<file path="src/rtl/swmn_pkg.sv">
// ----------------------------------------------------------------------------
// swmn_pkg
// Shared types and constants for the sliding-window M-of-N warner.
// ----------------------------------------------------------------------------
package swmn_pkg;

  localparam int WINDOW_MAX_DEF = 16;

  localparam int CNT_W   = 8;   // detection count
  localparam int DIST_W  = 16;  // signed distance
  localparam int HIT_W   = 4;   // hit count
  localparam int WLEN_W  = 4;   // window_len register
  localparam int WARN_W  = 4;   // warn_threshold register
  localparam int NDIST_W = 15;  // near/mid distance registers
  localparam int LVL_W   = 2;

  localparam int IN_TDATA_W  = 32;
  localparam int OUT_TDATA_W = 8;
  localparam int CFG_IDX_W   = 3;
  localparam int CFG_DATA_W  = 16;

  localparam logic [HIT_W-1:0] HIT_MAX = '1;

  // configuration register indexes
  localparam logic [CFG_IDX_W-1:0] REG_WINDOW_LEN = 3'd0;
  localparam logic [CFG_IDX_W-1:0] REG_DETECT_THR = 3'd1;
  localparam logic [CFG_IDX_W-1:0] REG_WARN_THR   = 3'd2;
  localparam logic [CFG_IDX_W-1:0] REG_NEAR_DIST  = 3'd3;
  localparam logic [CFG_IDX_W-1:0] REG_MID_DIST   = 3'd4;

  // warning levels
  localparam logic [LVL_W-1:0] LVL_NONE = 2'd0;
  localparam logic [LVL_W-1:0] LVL_FAR  = 2'd1;
  localparam logic [LVL_W-1:0] LVL_MID  = 2'd2;
  localparam logic [LVL_W-1:0] LVL_NEAR = 2'd3;

  typedef enum logic [1:0] {
    ST_IDLE,
    ST_COUNT,
    ST_FIN
  } state_t;

  typedef enum logic [1:0] {
    OP_CLEAR,
    OP_FILL,
    OP_STEADY
  } op_t;

  // one-cycle commands to the window cells, raised on input transaction
  typedef struct packed {
    logic clear;
    logic fill;
    logic steady;
  } cell_cmd_t;

endpackage

</file>
<file path="src/rtl/swmn_cell.sv">
// ----------------------------------------------------------------------------
// swmn_cell
// One window slot: holds a detection count, shifts toward slot 0, and adds
// its hit bit to the running hit sum that ripples along the chain.
// ----------------------------------------------------------------------------
module swmn_cell #(
  parameter int IDX  = 0,
  parameter int LN_W = 5
) (
  input  logic                      clk,
  input  logic                      rst_n,
  input  swmn_pkg::cell_cmd_t       cmd,
  input  logic [LN_W-1:0]           len,
  input  logic [LN_W-1:0]           slot,
  input  logic [swmn_pkg::CNT_W-1:0] din,
  input  logic [swmn_pkg::CNT_W-1:0] up_entry,
  input  logic [swmn_pkg::CNT_W-1:0] det_thr,
  input  logic [swmn_pkg::HIT_W-1:0] psum_in,
  output logic [swmn_pkg::CNT_W-1:0] entry,
  output logic [swmn_pkg::HIT_W-1:0] psum_out
);
  import swmn_pkg::*;

  localparam logic [LN_W-1:0] MY_IDX = LN_W'(IDX);

  logic [CNT_W-1:0] entry_r, entry_nxt;
  logic [HIT_W-1:0] psum_r, psum_nxt;
  logic             hit;

  always_comb begin
    entry_nxt = entry_r;
    if (cmd.clear) begin
      entry_nxt = '0;
    end else if (cmd.fill && slot == MY_IDX) begin
      entry_nxt = din;
    end else if (cmd.steady && (MY_IDX + LN_W'(1)) == len) begin
      // new count lands at the window end and shifts down in the same step
      entry_nxt = din;
    end else if (cmd.steady && MY_IDX < len) begin
      entry_nxt = up_entry;
    end else if (cmd.steady && MY_IDX == len) begin
      entry_nxt = din;
    end
  end

  // only slots below the window length take part in the recount
  assign hit = (MY_IDX < len) && (entry_r >= det_thr);

  always_comb begin
    if (psum_in == HIT_MAX) begin
      psum_nxt = HIT_MAX;
    end else begin
      psum_nxt = psum_in + HIT_W'(hit);
    end
  end

  always_ff @(posedge clk) begin
    if (!rst_n) begin
      entry_r <= '0;
      psum_r  <= '0;
    end else begin
      entry_r <= entry_nxt;
      psum_r  <= psum_nxt;
    end
  end

  assign entry    = entry_r;
  assign psum_out = psum_r;

endmodule

</file>
<file path="src/rtl/sliding_window_m_of_n_warner_unit.sv">
// ----------------------------------------------------------------------------
// sliding_window_m_of_n_warner_unit
// M-of-N sliding-window detector with distance-banded warning level.
// ----------------------------------------------------------------------------
// Usage:
//   in_*  : one transaction per sweep. in_tuser = action (1 clears the window
//           store and hit count). One result transaction per input on out_*.
//   cfg_* : register writes, index 0..4 (window_len, detect_threshold,
//           warn_threshold, near_dist, mid_dist); always ready. Write only
//           while no sweep is in flight.
//   Sequencing: a clear or a fill-phase sweep goes from ST_IDLE straight to
//   ST_FIN and its result then enters the output register; a steady-phase
//   sweep first waits in ST_COUNT while the hit sum ripples once through the
//   chain of WINDOW_MAX window cells. A new sweep is accepted the cycle after
//   the previous result is loaded, so the unit takes no new sweep while one
//   is still in flight.
//   The result register holds its data while out_tready is low; a finished
//   result waits in the control sequencer until the register frees up.
//   Reset: registers return to their defaults, window, hit count, sweep count
//   and flag are zero, and the output register is empty.
// ----------------------------------------------------------------------------
module sliding_window_m_of_n_warner_unit #(
  parameter int WINDOW_MAX = swmn_pkg::WINDOW_MAX_DEF
) (
  input  logic                                clk,
  input  logic                                rst_n,
  // [7:0] detect_count, [23:8] distance_m, [24] stop, [31:25] zero
  input  logic [swmn_pkg::IN_TDATA_W-1:0]     in_tdata,
  // [0] action
  input  logic                                in_tuser,
  input  logic                                in_tvalid,
  output logic                                in_tready,
  // [0] warn_flag, [2:1] warn_level, [6:3] hits_in_window, [7] zero
  output logic [swmn_pkg::OUT_TDATA_W-1:0]    out_tdata,
  output logic                                out_tvalid,
  input  logic                                out_tready,
  input  logic                                cfg_valid,
  output logic                                cfg_ready,
  input  logic [swmn_pkg::CFG_IDX_W-1:0]      cfg_index,
  input  logic [swmn_pkg::CFG_DATA_W-1:0]     cfg_data
);
  import swmn_pkg::*;

  localparam int LN_W  = $clog2(WINDOW_MAX + 1);
  localparam int CTR_W = $clog2(WINDOW_MAX);
  localparam logic [LN_W-1:0]  LEN_CAP  = LN_W'(WINDOW_MAX - 1);
  localparam logic [LN_W-1:0]  SWP_SAT  = LN_W'(WINDOW_MAX);
  localparam logic [CTR_W-1:0] CTR_LAST = CTR_W'(WINDOW_MAX - 1);

  // configuration
  logic [WLEN_W-1:0]  window_len_r;
  logic [CNT_W-1:0]   detect_thr_r;
  logic [WARN_W-1:0]  warn_thr_r;
  logic [NDIST_W-1:0] near_dist_r;
  logic [NDIST_W-1:0] mid_dist_r;

  // control and state
  state_t             state_r, state_nxt;
  op_t                op_r, op_nxt;
  logic [CTR_W-1:0]   ctr_r, ctr_nxt;
  logic [LN_W-1:0]    sweep_cnt_r, sweep_cnt_nxt;
  logic [HIT_W-1:0]   hit_cnt_r, hit_cnt_nxt;
  logic               flag_r, flag_nxt;
  logic [CNT_W-1:0]   cnt_r;
  logic [DIST_W-1:0]  dist_r;
  logic               stop_r;
  logic               out_valid_r, out_valid_nxt;
  logic [OUT_TDATA_W-1:0] out_data_r, out_data_nxt;

  logic               in_xact;
  logic               load_out;
  logic               cnt_done;
  logic [LN_W-1:0]    len;
  cell_cmd_t          cmd;

  logic [CNT_W-1:0]   entry_w [WINDOW_MAX];
  logic [HIT_W-1:0]   psum_w  [WINDOW_MAX];

  logic [HIT_W-1:0]   hits_fill;
  logic [HIT_W-1:0]   hits_res;
  logic               flag_res;
  logic [LVL_W-1:0]   lvl_res;

  // effective window length
  always_comb begin
    if (32'(window_len_r) >= 32'(WINDOW_MAX)) begin
      len = LEN_CAP;
    end else begin
      len = LN_W'(window_len_r);
    end
  end

  assign in_xact = in_tvalid && in_tready;
  assign cfg_ready = 1'b1;

  always_comb begin
    op_nxt = op_r;
    if (in_xact) begin
      if (in_tuser) begin
        op_nxt = OP_CLEAR;
      end else if (sweep_cnt_r < len) begin
        op_nxt = OP_FILL;
      end else begin
        op_nxt = OP_STEADY;
      end
    end
  end

  assign cmd.clear  = in_xact && (op_nxt == OP_CLEAR);
  assign cmd.fill   = in_xact && (op_nxt == OP_FILL);
  assign cmd.steady = in_xact && (op_nxt == OP_STEADY);

  // window cells
  for (genvar i = 0; i < WINDOW_MAX; i++) begin : g_cell
    logic [CNT_W-1:0] up_entry;
    logic [HIT_W-1:0] psum_in;
    if (i == WINDOW_MAX - 1) begin : g_top
      assign up_entry = '0;
    end else begin : g_mid
      assign up_entry = entry_w[i+1];
    end
    if (i == 0) begin : g_first
      assign psum_in = '0;
    end else begin : g_rest
      assign psum_in = psum_w[i-1];
    end
    swmn_cell #(
      .IDX  (i),
      .LN_W (LN_W)
    ) u_cell (
      .clk      (clk),
      .rst_n    (rst_n),
      .cmd      (cmd),
      .len      (len),
      .slot     (sweep_cnt_r),
      .din      (in_tdata[CNT_W-1:0]),
      .up_entry (up_entry),
      .det_thr  (detect_thr_r),
      .psum_in  (psum_in),
      .entry    (entry_w[i]),
      .psum_out (psum_w[i])
    );
  end

  // result of the sweep in flight
  always_comb begin
    if (hit_cnt_r == HIT_MAX) begin
      hits_fill = HIT_MAX;
    end else begin
      hits_fill = hit_cnt_r + HIT_W'(cnt_r >= detect_thr_r);
    end
  end

  always_comb begin
    case (op_r)
      OP_CLEAR: begin
        hits_res = '0;
        flag_res = flag_r;
      end
      OP_FILL: begin
        hits_res = hits_fill;
        flag_res = flag_r || (hits_fill >= warn_thr_r);
      end
      OP_STEADY: begin
        hits_res = psum_w[WINDOW_MAX-1];
        flag_res = (psum_w[WINDOW_MAX-1] >= warn_thr_r);
      end
      default: begin
        hits_res = hit_cnt_r;
        flag_res = flag_r;
      end
    endcase
  end

  always_comb begin
    lvl_res = LVL_NONE;
    if (op_r != OP_CLEAR && flag_res && !stop_r && !dist_r[DIST_W-1]) begin
      if (dist_r[NDIST_W-1:0] <= near_dist_r) begin
        lvl_res = LVL_NEAR;
      end else if (dist_r[NDIST_W-1:0] <= mid_dist_r) begin
        lvl_res = LVL_MID;
      end else begin
        lvl_res = LVL_FAR;
      end
    end
  end

  // sequencer: next state
  assign cnt_done = (ctr_r == CTR_LAST);

  always_comb begin
    state_nxt = state_r;
    case (state_r)
      ST_IDLE: begin
        if (in_xact) begin
          state_nxt = (op_nxt == OP_STEADY) ? ST_COUNT : ST_FIN;
        end
      end
      ST_COUNT: begin
        if (cnt_done) begin
          state_nxt = ST_FIN;
        end
      end
      ST_FIN: begin
        if (load_out) begin
          state_nxt = ST_IDLE;
        end
      end
      default: state_nxt = ST_IDLE;
    endcase
  end

  // sequencer: outputs
  always_comb begin
    in_tready     = (state_r == ST_IDLE);
    load_out      = (state_r == ST_FIN) && (!out_valid_r || out_tready);
    ctr_nxt       = (state_r == ST_COUNT) ? ctr_r + CTR_W'(1) : '0;
    sweep_cnt_nxt = sweep_cnt_r;
    hit_cnt_nxt   = hit_cnt_r;
    flag_nxt      = flag_r;
    out_valid_nxt = out_valid_r && !out_tready;
    out_data_nxt  = out_data_r;
    if (in_xact && op_nxt != OP_CLEAR && sweep_cnt_r != SWP_SAT) begin
      sweep_cnt_nxt = sweep_cnt_r + LN_W'(1);
    end
    if (load_out) begin
      hit_cnt_nxt   = hits_res;
      flag_nxt      = flag_res;
      out_valid_nxt = 1'b1;
      out_data_nxt  = {1'b0, hits_res, lvl_res, flag_res};
    end
  end

  always_ff @(posedge clk) begin
    if (!rst_n) begin
      state_r      <= ST_IDLE;
      op_r         <= OP_CLEAR;
      ctr_r        <= '0;
      sweep_cnt_r  <= '0;
      hit_cnt_r    <= '0;
      flag_r       <= 1'b0;
      out_valid_r  <= 1'b0;
      window_len_r <= WLEN_W'(5);
      detect_thr_r <= CNT_W'(1);
      warn_thr_r   <= WARN_W'(3);
      near_dist_r  <= NDIST_W'(100);
      mid_dist_r   <= NDIST_W'(300);
    end else begin
      state_r     <= state_nxt;
      op_r        <= op_nxt;
      ctr_r       <= ctr_nxt;
      sweep_cnt_r <= sweep_cnt_nxt;
      hit_cnt_r   <= hit_cnt_nxt;
      flag_r      <= flag_nxt;
      out_valid_r <= out_valid_nxt;
      if (cfg_valid && cfg_ready) begin
        case (cfg_index)
          REG_WINDOW_LEN: window_len_r <= cfg_data[WLEN_W-1:0];
          REG_DETECT_THR: detect_thr_r <= cfg_data[CNT_W-1:0];
          REG_WARN_THR:   warn_thr_r   <= cfg_data[WARN_W-1:0];
          REG_NEAR_DIST:  near_dist_r  <= cfg_data[NDIST_W-1:0];
          REG_MID_DIST:   mid_dist_r   <= cfg_data[NDIST_W-1:0];
          default: ;
        endcase
      end
    end
  end

  // payload registers
  always_ff @(posedge clk) begin
    out_data_r <= out_data_nxt;
    if (in_xact) begin
      cnt_r  <= in_tdata[CNT_W-1:0];
      dist_r <= in_tdata[CNT_W +: DIST_W];
      stop_r <= in_tdata[CNT_W + DIST_W];
    end
  end

  assign out_tvalid = out_valid_r;
  assign out_tdata  = out_data_r;

endmodule
</file>
<file path="config.mk">
export PLATFORM = sky130hd
export DESIGN_NAME = sliding_window_m_of_n_warner_unit
export DESIGN_NICKNAME = d
export VERILOG_FILES = /design/src/rtl/swmn_pkg.sv /design/src/rtl/swmn_cell.sv /design/src/rtl/sliding_window_m_of_n_warner_unit.sv
export SDC_FILE = /design/constraint.sdc
export NUM_CORES = 1
export LEC_CHECK = 0
export BUFFER_PORTS_ARGS = -buffer_cell sky130_fd_sc_hd__buf_2
export CORE_MARGIN = 3
export CORE_UTILIZATION = 35
export DETAILED_ROUTE_END_ITERATION = 8
export GPL_TIMING_DRIVEN = 0
export PLACE_DENSITY = 0.47
export SKIP_CTS_REPAIR_TIMING = 1
export SYNTH_ARGS = -nofsm -noshare
export SYNTH_HDL_FRONTEND = slang
export SYNTH_SLANG_ARGS = --single-unit
</file>
<file path="constraint.sdc">
create_clock -name clk -period 9.1 [get_ports clk]
set_input_delay 0.455 -clock clk [delete_from_list [all_inputs] [get_ports clk]]
set_output_delay 0.455 -clock clk [all_outputs]
set_load 0.02 [all_outputs]
</file>
== Word level (Yosys, flattened, before mapping) ==
Cells that the tools add are included.
Storage, ports and cells
  input port bits: 57
  flip-flop bits (word level): 289
Operators by class
  add/subtract/negate cells: 18
  equal/unequal tests: 61
  multiplexer cells: 92
  $lt $le $gt $ge: 38
  bitwise gates (word level): 1
  reductions and logical operators: 113
Operators with widths (count)
  $mux W8: 63
  $ge A8 B8 Y1: 17
  $logic_and A1 B1 Y1: 75
  $eq A4 B4 Y1 const B: 17
  $add A4 B1 Y4: 16
  $mux W4: 16
  $reduce_bool A4 Y1: 15
  $eq A5 B4 Y1 const B: 8
  $eq A4 B4 Y1 const A: 8
  $lt A4 B4 Y1 const A: 8
  $le A15 B15 Y1: 2
  $eq A5 B3 Y1 const B: 4
  $mux W2: 9
  $eq A3 B4 Y1 const A: 4
  $lt A3 B4 Y1 const A: 4
  $pmux W4 S3: 1
  $reduce_and A2 Y1: 6
  $eq A5 B2 Y1 const B: 2
  $logic_not A5 Y1: 2
  $eq A2 B4 Y1 const A: 2
  $ge A4 B4 Y1: 2
  $lt A1 B4 Y1 const A: 2
  $lt A2 B4 Y1 const A: 2
  $eq A2 B1 Y1 const B: 3
  24 further kinds: 35

== Depth between registers and ports, before layout ==
Gate-level depths: netlist (run 1).
  depth in word-level cells: 11
  depth in mapped cells: 18
  depth with buffers taken out: 18

== Modules after synthesis ==
Synthesis (run 1) repeated with hierarchy kept, for this count alone.
Second synthesis, totals
  cell total of the unflattened synthesis: 1985
  area total of the unflattened synthesis: 18206.2 um^2
Modules (own cells, without submodules)
  sliding_window_m_of_n_warner_unit: cells each 518, instances 1, sequential area each 2262.2 um^2, area each 4967.3 um^2
  swmn_cell at g_cell[9].u_cell: cells each 109, instances 1, sequential area each 240.2 um^2, area each 994.7 um^2
  swmn_cell at g_cell[11].u_cell: cells each 100, instances 1, sequential area each 240.2 um^2, area each 877.1 um^2
  swmn_cell at g_cell[13].u_cell: cells each 102, instances 1, sequential area each 240.2 um^2, area each 870.8 um^2
  swmn_cell at g_cell[15].u_cell: cells each 97, instances 1, sequential area each 240.2 um^2, area each 830.8 um^2
  swmn_cell at g_cell[4].u_cell: cells each 86, instances 1, sequential area each 240.2 um^2, area each 828.3 um^2
  swmn_cell at g_cell[3].u_cell: cells each 97, instances 1, sequential area each 240.2 um^2, area each 824.5 um^2
  swmn_cell at g_cell[6].u_cell: cells each 85, instances 1, sequential area each 240.2 um^2, area each 822.0 um^2
  swmn_cell at g_cell[8].u_cell: cells each 96, instances 1, sequential area each 240.2 um^2, area each 818.3 um^2
  swmn_cell at g_cell[2].u_cell: cells each 84, instances 1, sequential area each 240.2 um^2, area each 815.8 um^2
  swmn_cell at g_cell[0].u_cell: cells each 85, instances 1, sequential area each 240.2 um^2, area each 813.3 um^2
  swmn_cell at g_cell[12].u_cell: cells each 90, instances 1, sequential area each 240.2 um^2, area each 802.0 um^2
  swmn_cell at g_cell[1].u_cell: cells each 85, instances 1, sequential area each 240.2 um^2, area each 798.3 um^2
  swmn_cell at g_cell[5].u_cell: cells each 88, instances 1, sequential area each 240.2 um^2, area each 797.0 um^2
  3 more rows

== Worst setup path before layout (run 1) ==
Ideal clock, no wire load.
  path type: input-to-reg
  start: input in_tvalid
  end: register g_cell[4].u_cell.entry_r[3]
  buffers on the path: 1
  library setup time: 0.122 ns
  path slack: 5.380 ns
  cell stages on the path: 6
  required time: 8.978 ns
  data arrival time: 3.599 ns
  cell sequence: nor3b_1 > nand2_1 > nand2_1 > clkbuf_1 > nor2_1 > a221o_1
Between the ends
  longest elaborated chain between the ends: 8
  elaborated cells on any way between the ends: 17
Ends and longest elaborated chain
  start: declaration: line sliding_window_m_of_n_warner_unit.sv:31  | input logic in_tvalid,
  $logic_and A1 B1 Y1 (*): line sliding_window_m_of_n_warner_unit.sv:93  | assign in_xact = in_tvalid && in_tready;
  $mux W2: line sliding_window_m_of_n_warner_unit.sv:98  | if (in_xact) begin
  $eq A2 B2 Y1: line sliding_window_m_of_n_warner_unit.sv:111  | assign cmd.steady = in_xact && (op_nxt == OP_STEADY);
  $logic_and A1 B1 Y1: line sliding_window_m_of_n_warner_unit.sv:111
  $logic_and A1 B1 Y1: line swmn_cell.sv:39  | end else if (cmd.steady && MY_IDX < len) begin
  $mux W8: line swmn_cell.sv:39
  $mux W8: line swmn_cell.sv:36  | end else if (cmd.steady && (MY_IDX + LN_W'(1)) == len) begin
  $mux W8: line swmn_cell.sv:34  | end else if (cmd.fill && slot == MY_IDX) begin
  end signal: assignment: line swmn_cell.sv:62  | entry_r <= entry_nxt;
  end: declaration: line swmn_cell.sv:26  | logic [CNT_W-1:0] entry_r, entry_nxt;
Mark *: on every way between the ends. The rest lies on a longest branch, timed or not.
A chain may end at the register's enable or synchronous reset.

== Worst setup path after layout (run 1) ==
  start: register detect_thr_r[0]
  end: register out_data_r[1] (netlist: out_tdata[1]) (data pin)
Between the ends
  longest elaborated chain between the ends: 9
Ends and longest elaborated chain
  start: declaration: line sliding_window_m_of_n_warner_unit.sv:52  | logic [CNT_W-1:0] detect_thr_r;
  start signal: assignment: line sliding_window_m_of_n_warner_unit.sv:259  | REG_DETECT_THR: detect_thr_r <= cfg_data[CNT_W-1:0];
  $ge A8 B8 Y1: line sliding_window_m_of_n_warner_unit.sv:150  | hits_fill = hit_cnt_r + HIT_W'(cnt_r >= detect_thr_r);
  $add A4 B1 Y4: line sliding_window_m_of_n_warner_unit.sv:150
  $mux W4: line sliding_window_m_of_n_warner_unit.sv:147  | if (hit_cnt_r == HIT_MAX) begin
  $ge A4 B4 Y1: line sliding_window_m_of_n_warner_unit.sv:162  | flag_res = flag_r || (hits_fill >= warn_thr_r);
  $logic_or A1 B1 Y1: line sliding_window_m_of_n_warner_unit.sv:162
  $pmux W1 S2: line sliding_window_m_of_n_warner_unit.sv:155  | case (op_r)
  $logic_and A1 B1 Y1 (3 in series): line sliding_window_m_of_n_warner_unit.sv:177  | if (op_r != OP_CLEAR && flag_res && !stop_r && !dist_r[DIST_W-1]) begin
  end signal: assignment: line sliding_window_m_of_n_warner_unit.sv:271  | out_data_r <= out_data_nxt;
  end: declaration: line sliding_window_m_of_n_warner_unit.sv:68  | logic [OUT_TDATA_W-1:0] out_data_r, out_data_nxt;
Every way passes these cells.

==> summary.txt, run 1 <==
Status
  • Status: complete, no violations

Floorplan
  • Num rows: 76
  • Die height: 216 um
  • Die footprint: 46500 um^2
  • # IOs: 68
  • Die width: 216 um
  • Starting Density: 0.355
  • Core ar.: 43300 um^2

Critical path
  • Critical Path Sink: out_tdata[1]
  • Reg2reg end: out_tdata[1]
  • CP endpoint kind: register
  • Worst Path Arrival: 5.23 ns
  • Critical path required time: 9.36 ns
  • Crit path max fanout: 17
  • Setup CP Type: register to register
  • Worst Reg-to-Reg Cells: 16
  • RR Startpoint: detect_thr_r[0]
  • Worst Setup SP: detect_thr_r[0]
  • Startpoint Class: register
  • Reg2Reg Setup Slack: 4.13 ns

Timing
  • Final Hold Fails: 0
  • Final worst path period share: 0.546
  • # setup viols final: 0
  • Max transition margin: 0.126
  • RSZ-0062 raised after global routing: false
  • Final worst slack: 4.13 ns
  • Setup tns final: 0 ns
  • Skew final: 0.0182 ns
  • Minimum clock period: 4.97 ns
  • Slew Viols, Final: 0
  • FMAX: 201 MHz
  • Worst-margin pin slew: 1.31 ns

Placement
  • Port Buffers: 56
  • Worst slack, placed: 4.11 ns
  • Final HPWL DP: 35700 um
  • Routability Congestion: 0.907

Drt
  • Antenna Nets Post-Route: 0
  • Routed Wire Length: 49400 um
  • Via density: 5.31
  • Pre-Repair DR Iteration Count: 5
  • Drt initial violations: 857
  • DR WL/cell: 20.8 um
  • Total number of vias: 12600
  • DRC: 0

Flow run
  • MaxCap Viol Count: 0

Global routing
  • Total track usage: 0.210
  • Initial antenna violation count: 0
  • First-pass GRT wire length: 75300 um
  • GRT overflow: 0
  • Pin count of the biggest net entering global routing: 18
  • Vias in the first global route: 12500

Synth
  • Synth Area per Inst: 9.21 um^2
  • Yosys reg bits: 275
  • EDFF count, synth: 32
  • Netlist Area Pre-Place: 15400 um^2
  • Post-Syn Instances: 1669
  • Asr flop ratio synth: 0
  • Most frequently used flop master after synthesis: dfxtp_1
  • Syn nets: 1934
  • Post-synth top area cell: dfxtp_1
  • Top cell type's share of synthesized area: 0.316
  • Synth area leaders: dfxtp_1 32%, ha_1 17%, edfxtp_1 6.2%
  • Sequential element share of the synthesized area: 0.379
  • Yosys warning count: 0
  • Synth cell types: 70

Pwr
  • Pwr per Cell Area: 164 nW/um^2
  • Pwr Total: 2880 uW
  • Peak supply drop: 0.119 mV
  • Leak: 0.00759 uW

Final layout
  • Layout cells sized above 1: 0.0895
  • Filler cells: 4319
  • FF+latch area: 5830 um^2
  • Ant diodes: 0
  • Multi-input gate area: 8870 um^2
  • Final nets: 2030
  • Area Overhead vs Synth: 14.1%

Clock network
  • Clk_lat worst skew: 0.54 ns
  • Clock Tree Buf Depth: 3
  • Clock sink count: 275
  • CTS tree: yes
  • Root Buffer Master: clkbuf_16
  • TritonCTS Buffers: 35
  • Clk slew on worst S/H paths: 0.06 ns
  • H-tree Lvls: 2

Hold path
  • Hold Crit Depth: 1
  • Hold Path Class: input pin to register
## worst min-delay path by stage
stage,start,endpoint
2_1_floorplan,g_cell[14].u_cell.psum_out[0],g_cell[15].u_cell.psum_out[0]
3_3_place_gp,g_cell[14].u_cell.psum_out[2],g_cell[15].u_cell.psum_out[2]
3_5_place_dp,g_cell[14].u_cell.psum_out[2],g_cell[15].u_cell.psum_out[2]
4_1_cts,in_tdata[21],dist_r[13]
5_1_grt,in_tdata[22],dist_r[14]
6_report,in_tdata[21],dist_r[13]
## layout make-up
cell class	instances	share of cell area
clock buffer	47	0.0566
inverter	81	0.0173
timing repair buffer	59	0.0179
buffer	84	0.0222
clock inverter	13	0.00670
multi-input combinational	1229	0.505
tap	585	0.0417
sequential	275	0.332
## cells by family (layout without fill, tap and decap cells)
group	count (synthesis)	after routing	share of synthesized area
other	2	2	0.000488
flip-flops	275	275	0.379
AND/OR/NAND/NOR	404	404	0.131
buffers and inverters	165	284	0.0451
AO/OA/AOI/OAI	514	514	0.210
adder cells (fa/ha/maj)	208	208	0.169
XOR/XNOR	6	6	0.00342
multiplexers	95	95	0.0618
## flip-flops by register name, indices dropped and copies added (netlist names), 7 cells and up
| register | count |
|---|---|
| g_cell.u_cell.psum_out | 58 |
| cnt_r | 8 |
| near_dist_r | 15 |
| out_tdata | 7 |
| dist_r | 16 |
| mid_dist_r | 15 |
| g_cell.u_cell.entry | 120 |
| detect_thr_r | 8 |
## through the flow
step,utilization,area (um^2),cells,hold slack [ns]
final,0.405,17500,2373,0.0900
after CTS,0.405,17500,2373,0.0560
after global placement,0.379,16400,2310,0.421
after floorplan,-,15400,1669,0.406
after global routing,0.405,17500,2373,0.0608
after detailed placement,0.380,16400,2313,0.419
## per-layer routing
| metal | global-route usage | vias to the layer above | share of wire |
|---|---|---|---|
| met5 | 0 | - | 0 |
| met2 | 0.362 | 290 | 0.48 |
| met4 | 0.0544 | 0 | 0.021 |
| li1 | - | 6284 | - |
| met3 | 0.0335 | 64 | 0.051 |
| met1 | 0.274 | 5964 | 0.45 |
## critical path, stage by stage, from the launching register on
cell and delay, ns:
dfxtp_1 1.19, ha_1 0.39, nand2b_1 0.14, a21oi_1 0.14, nor2b_1 0.06, o21ai_0 0.16, a21oi_1 0.09, o41a_1 0.43
ha_1 0.27, ha_1 0.28, a41o_1 0.22, ha_1 0.27, a21o_1 0.16, a211oi_1 0.25, o21bai_1 0.09, a32oi_1 0.42
a211oi_1 0.11
## Yosys cell counts (7+ instances only)
| cell type | count |
|---|---|
| a211oi_1 | 23 |
| dfxtp_1 | 243 |
| a221o_1 | 7 |
| nand2_1 | 119 |
| a21o_1 | 35 |
| a21boi_0 | 34 |
| nand2b_1 | 23 |
| and2_1 | 24 |
| o21a_1 | 28 |
| nor2_1 | 75 |
| nand4_1 | 9 |
| edfxtp_1 | 32 |
| ha_1 | 208 |
| a21oi_1 | 145 |
| nor3b_1 | 17 |
| a31oi_1 | 34 |
| clkbuf_1 | 55 |
| nand3_1 | 72 |
| o211ai_1 | 17 |
| nor2b_1 | 24 |
| mux2i_1 | 95 |
| inv_1 | 81 |
| nor3_1 | 9 |
| o2111ai_1 | 11 |
| buf_4 | 12 |
| o21ai_0 | 120 |
| o21ai_1 | 10 |
| buf_2 | 11 |
## where the power goes
part	internal, uW	switching [uW]
clock	821	543
combinational	86.8	159
sequential	1250	16.3
## layout by cell type (no fill, tap or decap), types with 23 or more instances in the layout
cell and instances:
dfxtp_1 243, ha_1 208, a21oi_1 145, o21ai_0 120
nand2_1 119, mux2i_1 95, inv_1 81, nor2_1 75
nand3_1 72, buf_2 67, clkbuf_1 62, clkbuf_16 37
a21o_1 35, a31oi_1 34, a21boi_0 34, edfxtp_1 32
o21a_1 28, nor2b_1 24, and2_1 24, nand2b_1 23
a211oi_1 23
Power figures use the tool's default switching activity.
==> inputs of run 2 (changes only) <==
==> constraint.sdc (replaced) <==
create_clock -name clk -period 4.6 [get_ports clk]
set_input_delay 0.23 -clock clk [delete_from_list [all_inputs] [get_ports clk]]
set_output_delay 0.23 -clock clk [all_outputs]
set_load 0.02 [all_outputs]
==> run 2 against run 1 <==
Core utilization up 1.0 points. Total power up 99%. Non-clock buffer count up 45. Critical path depth down 2. Sequential power up 98%. Largest power group unchanged. Clock skew down 0.0019 ns. Global-route usage unchanged.
==> summary.txt, run 2 (same netlist as run 1, synthesis figures left out) <==
Status
  • Status: complete, no violations (unchanged)

Final layout
  • Commonest non-fill, non-tap cell in the layout: dfxtp_1 (unchanged)
  • Area Overhead vs Synth: 16.9% (was 14.1%)
  • Util after Layout: 0.416 (was 0.405)
  • Layout cells sized above 1: 0.0987 (was 0.0895)
  • FF+latch area: 5830 um^2 (about the same)
  • Ant diodes: 0 (unchanged)
  • Final nets: 2075 (was 2030)
  • Final Instance Area: 18000 um^2 (was 17500 um^2)
  • Multi-input gate area: 8870 um^2 (unchanged)
  • Max reg flops: 120 (unchanged)
  • Filler cells: 4284 (was 4319)
  • Commonest non-fill, non-tap cells in the layout: 242 x dfxtp_1, 208 x ha_1, 145 x a21oi_1, 120 x o21ai_0, 119 x nand2_1 (was 243 x dfxtp_1, 208 x ha_1, 145 x a21oi_1, 120 x o21ai_0, 119 x nand2_1)
  • Finished Layout Cells: 2418 (was 2373)

Placement
  • Port Buffers: 56 (unchanged)
  • Routability Congestion: 0.907 (unchanged)
  • Post-Place Cells: 2313 (unchanged)
  • Area after DPL: 16400 um^2 (unchanged)
  • Worst slack, placed: -0.388 ns (was 4.11 ns)
  • Final HPWL DP: 35700 um (unchanged)

Critical path
  • Startpoint Class: register (unchanged)
  • Critical path required time: 4.86 ns (was 9.36 ns)
  • Reg2Reg Setup Slack: 0.23 ns (was 4.13 ns)
  • Reg2reg end: out_tdata[1] (unchanged)
  • Worst Path Arrival: 4.63 ns (was 5.23 ns)
  • RR Startpoint: detect_thr_r[5] (was detect_thr_r[0])
  • Crit path max fanout: 16 (was 17)
  • Worst Reg-to-Reg Cells: 14 (was 16)
  • Setup CP Type: register to register (unchanged)
  • CP endpoint kind: register (unchanged)

Floorplan
  • Die footprint: 46500 um^2 (unchanged)
  • # IOs: 68 (unchanged)
  • Starting Density: 0.355 (unchanged)
  • Die height: 216 um (unchanged)
  • Num rows: 76 (unchanged)
  • Core ar.: 43300 um^2 (unchanged)
  • Die width: 216 um (unchanged)

Global routing
  • GRT Max-Usage Layer: met2 (unchanged)
  • Total track usage: 0.210 (unchanged)
  • Pin count of the biggest net entering global routing: 18 (unchanged)
  • First-pass GRT wire length: 75300 um (unchanged)
  • Vias in the first global route: 12500 (unchanged)
  • Met3 usage in global routing: 0.0335 (unchanged)
  • Met2 Use GR: 0.362 (unchanged)
  • GRT overflow: 0 (unchanged)
  • Initial antenna violation count: 0 (unchanged)
  • Met1 Use GR: 0.274 (unchanged)

Drt
  • Via density: 5.25 (was 5.31)
  • Drt initial violations: 862 (was 857)
  • DR WL/cell: 20.6 um (was 20.8 um)
  • DRC: 0 (unchanged)
  • Routed Wire Length: 49700 um (was 49400 um)
  • Pre-Repair DR Iteration Count: 7 (was 5)
  • Antenna Nets Post-Route: 0 (unchanged)
  • Total number of vias: 12700 (was 12600)

Hold path
  • Hold Path End: detect_thr_r[5] (was dist_r[13])
  • Hold_sp: cfg_data[5] (was in_tdata[21])
  • Hold Path Class: input pin to register (unchanged)
  • Hold Crit Depth: 3 (was 1)

Clock network
  • Clk_lat worst skew: 0.54 ns (about the same)
  • Clk slew on worst S/H paths: 0.06 ns (about the same)
  • TritonCTS Buffers: 35 (unchanged)
  • CTS tree: yes (unchanged)
  • Clock sink count: 275 (unchanged)
  • Clock Tree Buf Depth: 3 (unchanged)
  • Root Buffer Master: clkbuf_16 (unchanged)
  • H-tree Lvls: 2 (unchanged)

Flow run
  • MaxCap Viol Count: 0 (unchanged)

Timing
  • Final Hold Fails: 0 (unchanged)
  • Minimum clock period: 4.37 ns (was 4.97 ns)
  • # setup viols final: 0 (unchanged)
  • FMAX: 229 MHz (was 201 MHz)
  • Final worst slack: 0.231 ns (was 4.13 ns)
  • Skew final: 0.0163 ns (was 0.0182 ns)
  • RSZ-0062 raised after global routing: false (unchanged)
  • Slew Viols, Final: 0 (unchanged)
  • Max transition margin: 0.180 (was 0.126)
  • Final worst path period share: 0.950 (was 0.546)
  • Worst-margin pin slew: 1.21 ns (was 1.31 ns)

Pwr
  • Leak: 0.00778 uW (was 0.00759 uW)
  • Pwr Total: 5720 uW (was 2880 uW)
  • Pwr per Cell Area: 318 nW/um^2 (was 164 nW/um^2)
  • Peak supply drop: 0.235 mV (was 0.119 mV)
run 2: cell count changes in the layout (fill, tap and decap cells not counted), sizes merged:
| cell | delta |
|---|---|
| inv | -5 |
| dlygate4sd3 | +30 |
| buf | +15 |
| clkinvlp | +5 |
run 2: cell type report:
class	count	area share
plain buffers	84	0.0216
clock buffers	47	0.0553
clock inverters	13	0.00654
inverters	81	0.0180
multi-input cells	1229	0.493
flip-flops and latches	275	0.324
well taps	585	0.0407
repair buffers	104	0.0404
run 2: layer usage:
layer / vias up / routed length (um)
li1: 6363 / -
met1: 5999 / 22400
met2: 280 / 23800
met3: 58 / 2430
met4: 0 / 1010
met5: - / 0
run 2: worst max-delay path, stage by stage (launching register included):
cell        delay, ns
dfxtp_1          0.37
clkinvlp_4       0.54
ha_1             0.52
o21ai_0          0.09
a21oi_1          0.06
o41a_1           0.43
ha_1             0.27
ha_1             0.28
a41o_1           0.22
ha_1             0.27
a21o_1           0.16
a211oi_1         0.25
o21bai_1         0.09
a32oi_1          0.42
a211oi_1         0.11
run 2: worst max-delay path by stage:
stage | from | to | slack (ns) | cells after the start
after floorplan | detect_thr_r[0] | out_tdata[1] | 0.90 | 16
after global placement | state_r[0] | g_cell[10].u_cell.entry[7] | -1.42 | 7
after detailed placement | detect_thr_r[0] | out_tdata[1] | -0.39 | 16
after CTS | detect_thr_r[0] | out_tdata[1] | -0.42 | 16
after global routing | detect_thr_r[5] | out_tdata[1] | 0.04 | 14
final | detect_thr_r[5] | out_tdata[1] | 0.23 | 14
run 2: per-stage QoR:
stage,setup TNS [ns],hold WS (ns)
after floorplan,0,0.329
after global placement,-119.72,0.411
after detailed placement,-1.37,0.409
after CTS,-1.49,-0.169
after global routing,0,0.00662
final,0,0.00607
run 2: power by group:
group / total, uW / internal (uW) / switching [uW] / leakage [uW]
registers: 2510 / 2480 / 32.7 / 0.00227
logic: 510 / 192 / 318 / 0.00496
clock network: 2700 / 1620 / 1070 / 0.000547
==> inputs of run 3 (changes only) <==
--- a/config.mk
+++ b/config.mk
@@ -14,4 +14,5 @@
 export SKIP_CTS_REPAIR_TIMING = 1
 export SYNTH_ARGS = -nofsm -noshare
 export SYNTH_HDL_FRONTEND = slang
+export SYNTH_HIERARCHICAL = 1
 export SYNTH_SLANG_ARGS = --single-unit
==> run 3 against run 2 <==
Wire length up 9.0%. Sequential power increased by 8%. Critical path type unchanged. Largest cell class unchanged. Synthesized area up 18%. Worst hold slack got worse by 0.0056 ns. Critical path depth is the same. Final cell count is 20% higher.
==> summary.txt, run 3 <==
Pwr
  • Peak supply drop: 0.238 mV (was 0.235 mV)
  • Combinational Power Share: 0.096 (was 0.089)
  • Sequential share of power: 0.434 (was 0.439)
  • Pwr per Cell Area: 292 nW/um^2 (was 318 nW/um^2)
  • Pwr Total: 6220 uW (was 5720 uW)
  • Cell Int Power: 4600 uW (was 4290 uW)
  • Leak: 0.00840 uW (was 0.00778 uW)
  • Switch share: 0.260 (was 0.249)
  • Share of total power in the clock network: 0.470 (was 0.471)
  • Sw Pwr: 1610 uW (was 1420 uW)

Hold path
  • Hold Path Class: input pin to register (unchanged)
  • Hold Crit Depth: 3 (unchanged)
  • Hold Path End: detect_thr_r[0] (was detect_thr_r[5])
  • Hold_sp: cfg_data[0] (was cfg_data[5])

Timing
  • Skew final: 0.0255 ns (was 0.0163 ns)
  • FMAX: 233 MHz (was 229 MHz)
  • RSZ-0062 raised after global routing: false (unchanged)
  • Max transition margin: 0.119 (was 0.180)
  • # setup viols final: 0 (unchanged)
  • Worst hold margin: 0.000426 ns (was 0.00607 ns)
  • Worst-margin pin slew: 1.32 ns (was 1.21 ns)
  • Setup tns final: 0 ns (unchanged)
  • Slew Viols, Final: 0 (unchanged)
  • Final Hold Fails: 0 (unchanged)
  • Final worst path period share: 0.934 (was 0.950)
  • Minimum clock period: 4.30 ns (was 4.37 ns)

Global routing
  • Pin count of the biggest net entering global routing: 81 (was 18)
  • Met1 Use GR: 0.261 (was 0.274)
  • Met2 Use GR: 0.342 (was 0.362)
  • GRT overflow: 0 (unchanged)
  • GRT Max-Usage Layer: met2 (unchanged)
  • Initial antenna violation count: 1 (was 0)
  • Total track usage: 0.198 (was 0.210)
  • Met3 usage in global routing: 0.0239 (was 0.0335)
  • First-pass GRT wire length: 84500 um (was 75300 um)
  • Vias in the first global route: 14700 (was 12500)

Critical path
  • Critical path required time: 4.89 ns (was 4.86 ns)
  • Worst Path Arrival: 4.59 ns (was 4.63 ns)
  • Setup CP Type: register to register (unchanged)
  • RR Startpoint: detect_thr_r[5] (unchanged)
  • Worst Reg-to-Reg Cells: 14 (unchanged)
  • Reg2Reg Setup Slack: 0.30 ns (was 0.23 ns)
  • CP endpoint kind: register (unchanged)
  • Crit path max fanout: 18 (was 16)
  • Reg2reg end: out_tdata[1] (unchanged)
  • Startpoint Class: register (unchanged)

Floorplan
  • Die height: 234 um (was 216 um)
  • Die footprint: 54800 um^2 (was 46500 um^2)
  • Die width: 234 um (was 216 um)
  • Num rows: 82 (was 76)
  • Starting Density: 0.358 (was 0.355)
  • Core ar.: 50800 um^2 (was 43300 um^2)
  • # IOs: 68 (unchanged)

Placement
  • Post-Place Cells: 2795 (was 2313)
  • Routability Congestion: 0.792 (was 0.907)
  • Final HPWL DP: 35900 um (was 35700 um)
  • Port Buffers: 57 (was 56)

Synth
  • Top cell type's share of synthesized area: 0.283 (was 0.316)
  • Most frequently used flop master after synthesis: dfxtp_1 (unchanged)
  • Synth cell types: 121 (was 70)
  • Sequential element share of the synthesized area: 0.335 (was 0.379)
  • Synth Area per Inst: 9.17 um^2 (was 9.21 um^2)
  • Synth area leaders: dfxtp_1 28%, ha_1 15%, edfxtp_1 5.3% (was dfxtp_1 32%, ha_1 17%, edfxtp_1 6.2%)
  • Netlist Area Pre-Place: 18200 um^2 (was 15400 um^2)
  • Top post-synthesis cells by count: 257 x dfxtp_1, 246 x inv_1, 218 x ha_1, 114 x nand2_1, 113 x nor2_1 (was 243 x dfxtp_1, 208 x ha_1, 145 x a21oi_1, 120 x o21ai_0, 119 x nand2_1)
  • Yosys reg bits: 289 (was 275)
  • Yosys warning count: 6 (was 0)
  • Top-count cell post-synth: dfxtp_1 (unchanged)
  • Post-Syn Instances: 1985 (was 1669)
  • Asr flop ratio synth: 0 (unchanged)
  • Post-synth top area cell: dfxtp_1 (unchanged)
  • EDFF count, synth: 32 (unchanged)

Clock network
  • H-tree Lvls: 2 (unchanged)
  • TritonCTS Buffers: 38 (was 35)
  • Clk_lat worst skew: 0.56 ns (was 0.54 ns)
  • Clk slew on worst S/H paths: 0.06 ns (about the same)
  • Clock sink count: 289 (was 275)
  • Root Buffer Master: clkbuf_16 (unchanged)
  • CTS tree: yes (unchanged)
  • Clock Tree Buf Depth: 3 (unchanged)

Drt
  • Routed Wire Length: 54200 um (was 49700 um)
  • Total number of vias: 15100 (was 12700)
  • Antenna Nets Post-Route: 0 (unchanged)
  • Drt initial violations: 941 (was 862)
  • Pre-Repair DR Iteration Count: 5 (was 7)
  • DRC: 0 (unchanged)
  • DR WL/cell: 18.7 um (was 20.6 um)
  • Via density: 5.21 (was 5.25)

Final layout
  • Util after Layout: 0.420 (was 0.416)
  • Ant diodes: 0 (unchanged)
  • Finished Layout Cells: 2901 (was 2418)
  • Commonest non-fill, non-tap cells in the layout: 248 x dfxtp_1, 245 x inv_1, 218 x ha_1, 114 x nand2_1, 113 x nor2_1 (was 242 x dfxtp_1, 208 x ha_1, 145 x a21oi_1, 120 x o21ai_0, 119 x nand2_1)
  • Commonest non-fill, non-tap cell in the layout: dfxtp_1 (unchanged)
  • Layout cells sized above 1: 0.122 (was 0.0987)
  • Max reg flops: 128 (was 120)
  • Area Overhead vs Synth: 17.2% (was 16.9%)
  • Filler cells: 5104 (was 4284)
  • Final nets: 2475 (was 2075)

Flow run
  • MaxCap Viol Count: 0 (unchanged)

Status
  • Status: complete, no violations (unchanged)
## run 3: cell types whose count changed in the layout (fill, tap and decap cells not counted), sizes merged, moves of 23 or more
cell,previous run,this run
a211oi,23,106
a21oi,150,81
clkbuf,102,69
conb,2,79
inv,77,248
mux2i,95,70
nor2,76,114
o21ai,139,88
o31ai,3,26
## run 3: metrics by stage
stage          setup WS [ns]  area [um^2]
2_1_floorplan          0.680        18500
4_1_cts               -0.218        20900
5_1_grt               0.0176        21300
3_3_place_gp          -0.781        19600
6_report               0.302        21300
3_5_place_dp          -0.173        19700
## run 3: final cells by class
cell class                      count  area [um^2]  area share
Multi-Input combinational cell   1466        11100       0.519
Inverter                          246          923      0.0433
Sequential cell                   289         6120       0.287
Timing Repair Buffer               98          763      0.0358
Clock inverter                     18          158     0.00739
Buffer                             61          388      0.0182
Tap cell                          672          841      0.0394
Clock buffer                       51         1060      0.0497
## run 3: metal layers
| metal | share of wire | routed length, um |
|---|---|---|
| met2 | 0.47 | 25600 |
| met3 | 0.034 | 1850 |
| met4 | 0.020 | 1080 |
| met5 | 0 | 0 |
| met1 | 0.47 | 25600 |
## run 3: how the worst max path moves through the flow
stage | from | end | slack, ns | cells past startpoint
after floorplan | window_len_r[1] | g_cell[9].u_cell/entry[1] | 0.68 | 13
after global placement | window_len_r[3] | g_cell[8].u_cell/entry[0] | -0.78 | 8
after detailed placement | sweep_cnt_r[1] | g_cell[2].u_cell/entry[1] | -0.17 | 10
after CTS | sweep_cnt_r[1] | g_cell[2].u_cell/entry[1] | -0.22 | 10
after global routing | detect_thr_r[3] | out_tdata[1] | 0.02 | 14
final | detect_thr_r[5] | out_tdata[1] | 0.30 | 14
## run 3: logic make-up after synthesis
group / count (synthesis) / synth area share
simple gates: 493 / 0.146
xor+xnor: 8 / 0.00385
flops: 289 / 0.335
buf+inv: 307 / 0.0720
other cells: 2 / 0.000412
fa+ha+maj: 218 / 0.150
compound gates: 597 / 0.253
mux: 71 / 0.0391
## run 3: power by group through the flow
stage | Combinational, uW | Clock, uW | Sequential (uW)
2_1_floorplan | 366 | 0 | 2720
3_3_place_gp | 551 | 0 | 2750
3_5_place_dp | 571 | 0 | 2750
4_1_cts | 573 | 3010 | 2700
5_1_grt | 676 | 3130 | 2710
6_report | 597 | 2920 | 2700
## run 3: worst max-delay path: stages, from the launching register on
cell and delay, ns:
dfxtp_1 1.19, inv_1 0.11, ha_1 0.33, o21ai_0 0.08
a21oi_1 0.06, o41a_1 0.37, ha_1 0.22, ha_1 0.27
a41o_1 0.23, ha_1 0.27, a21o_1 0.15, a211oi_1 0.24
o21bai_1 0.11, a32oi_2 0.29, a211oi_2 0.09
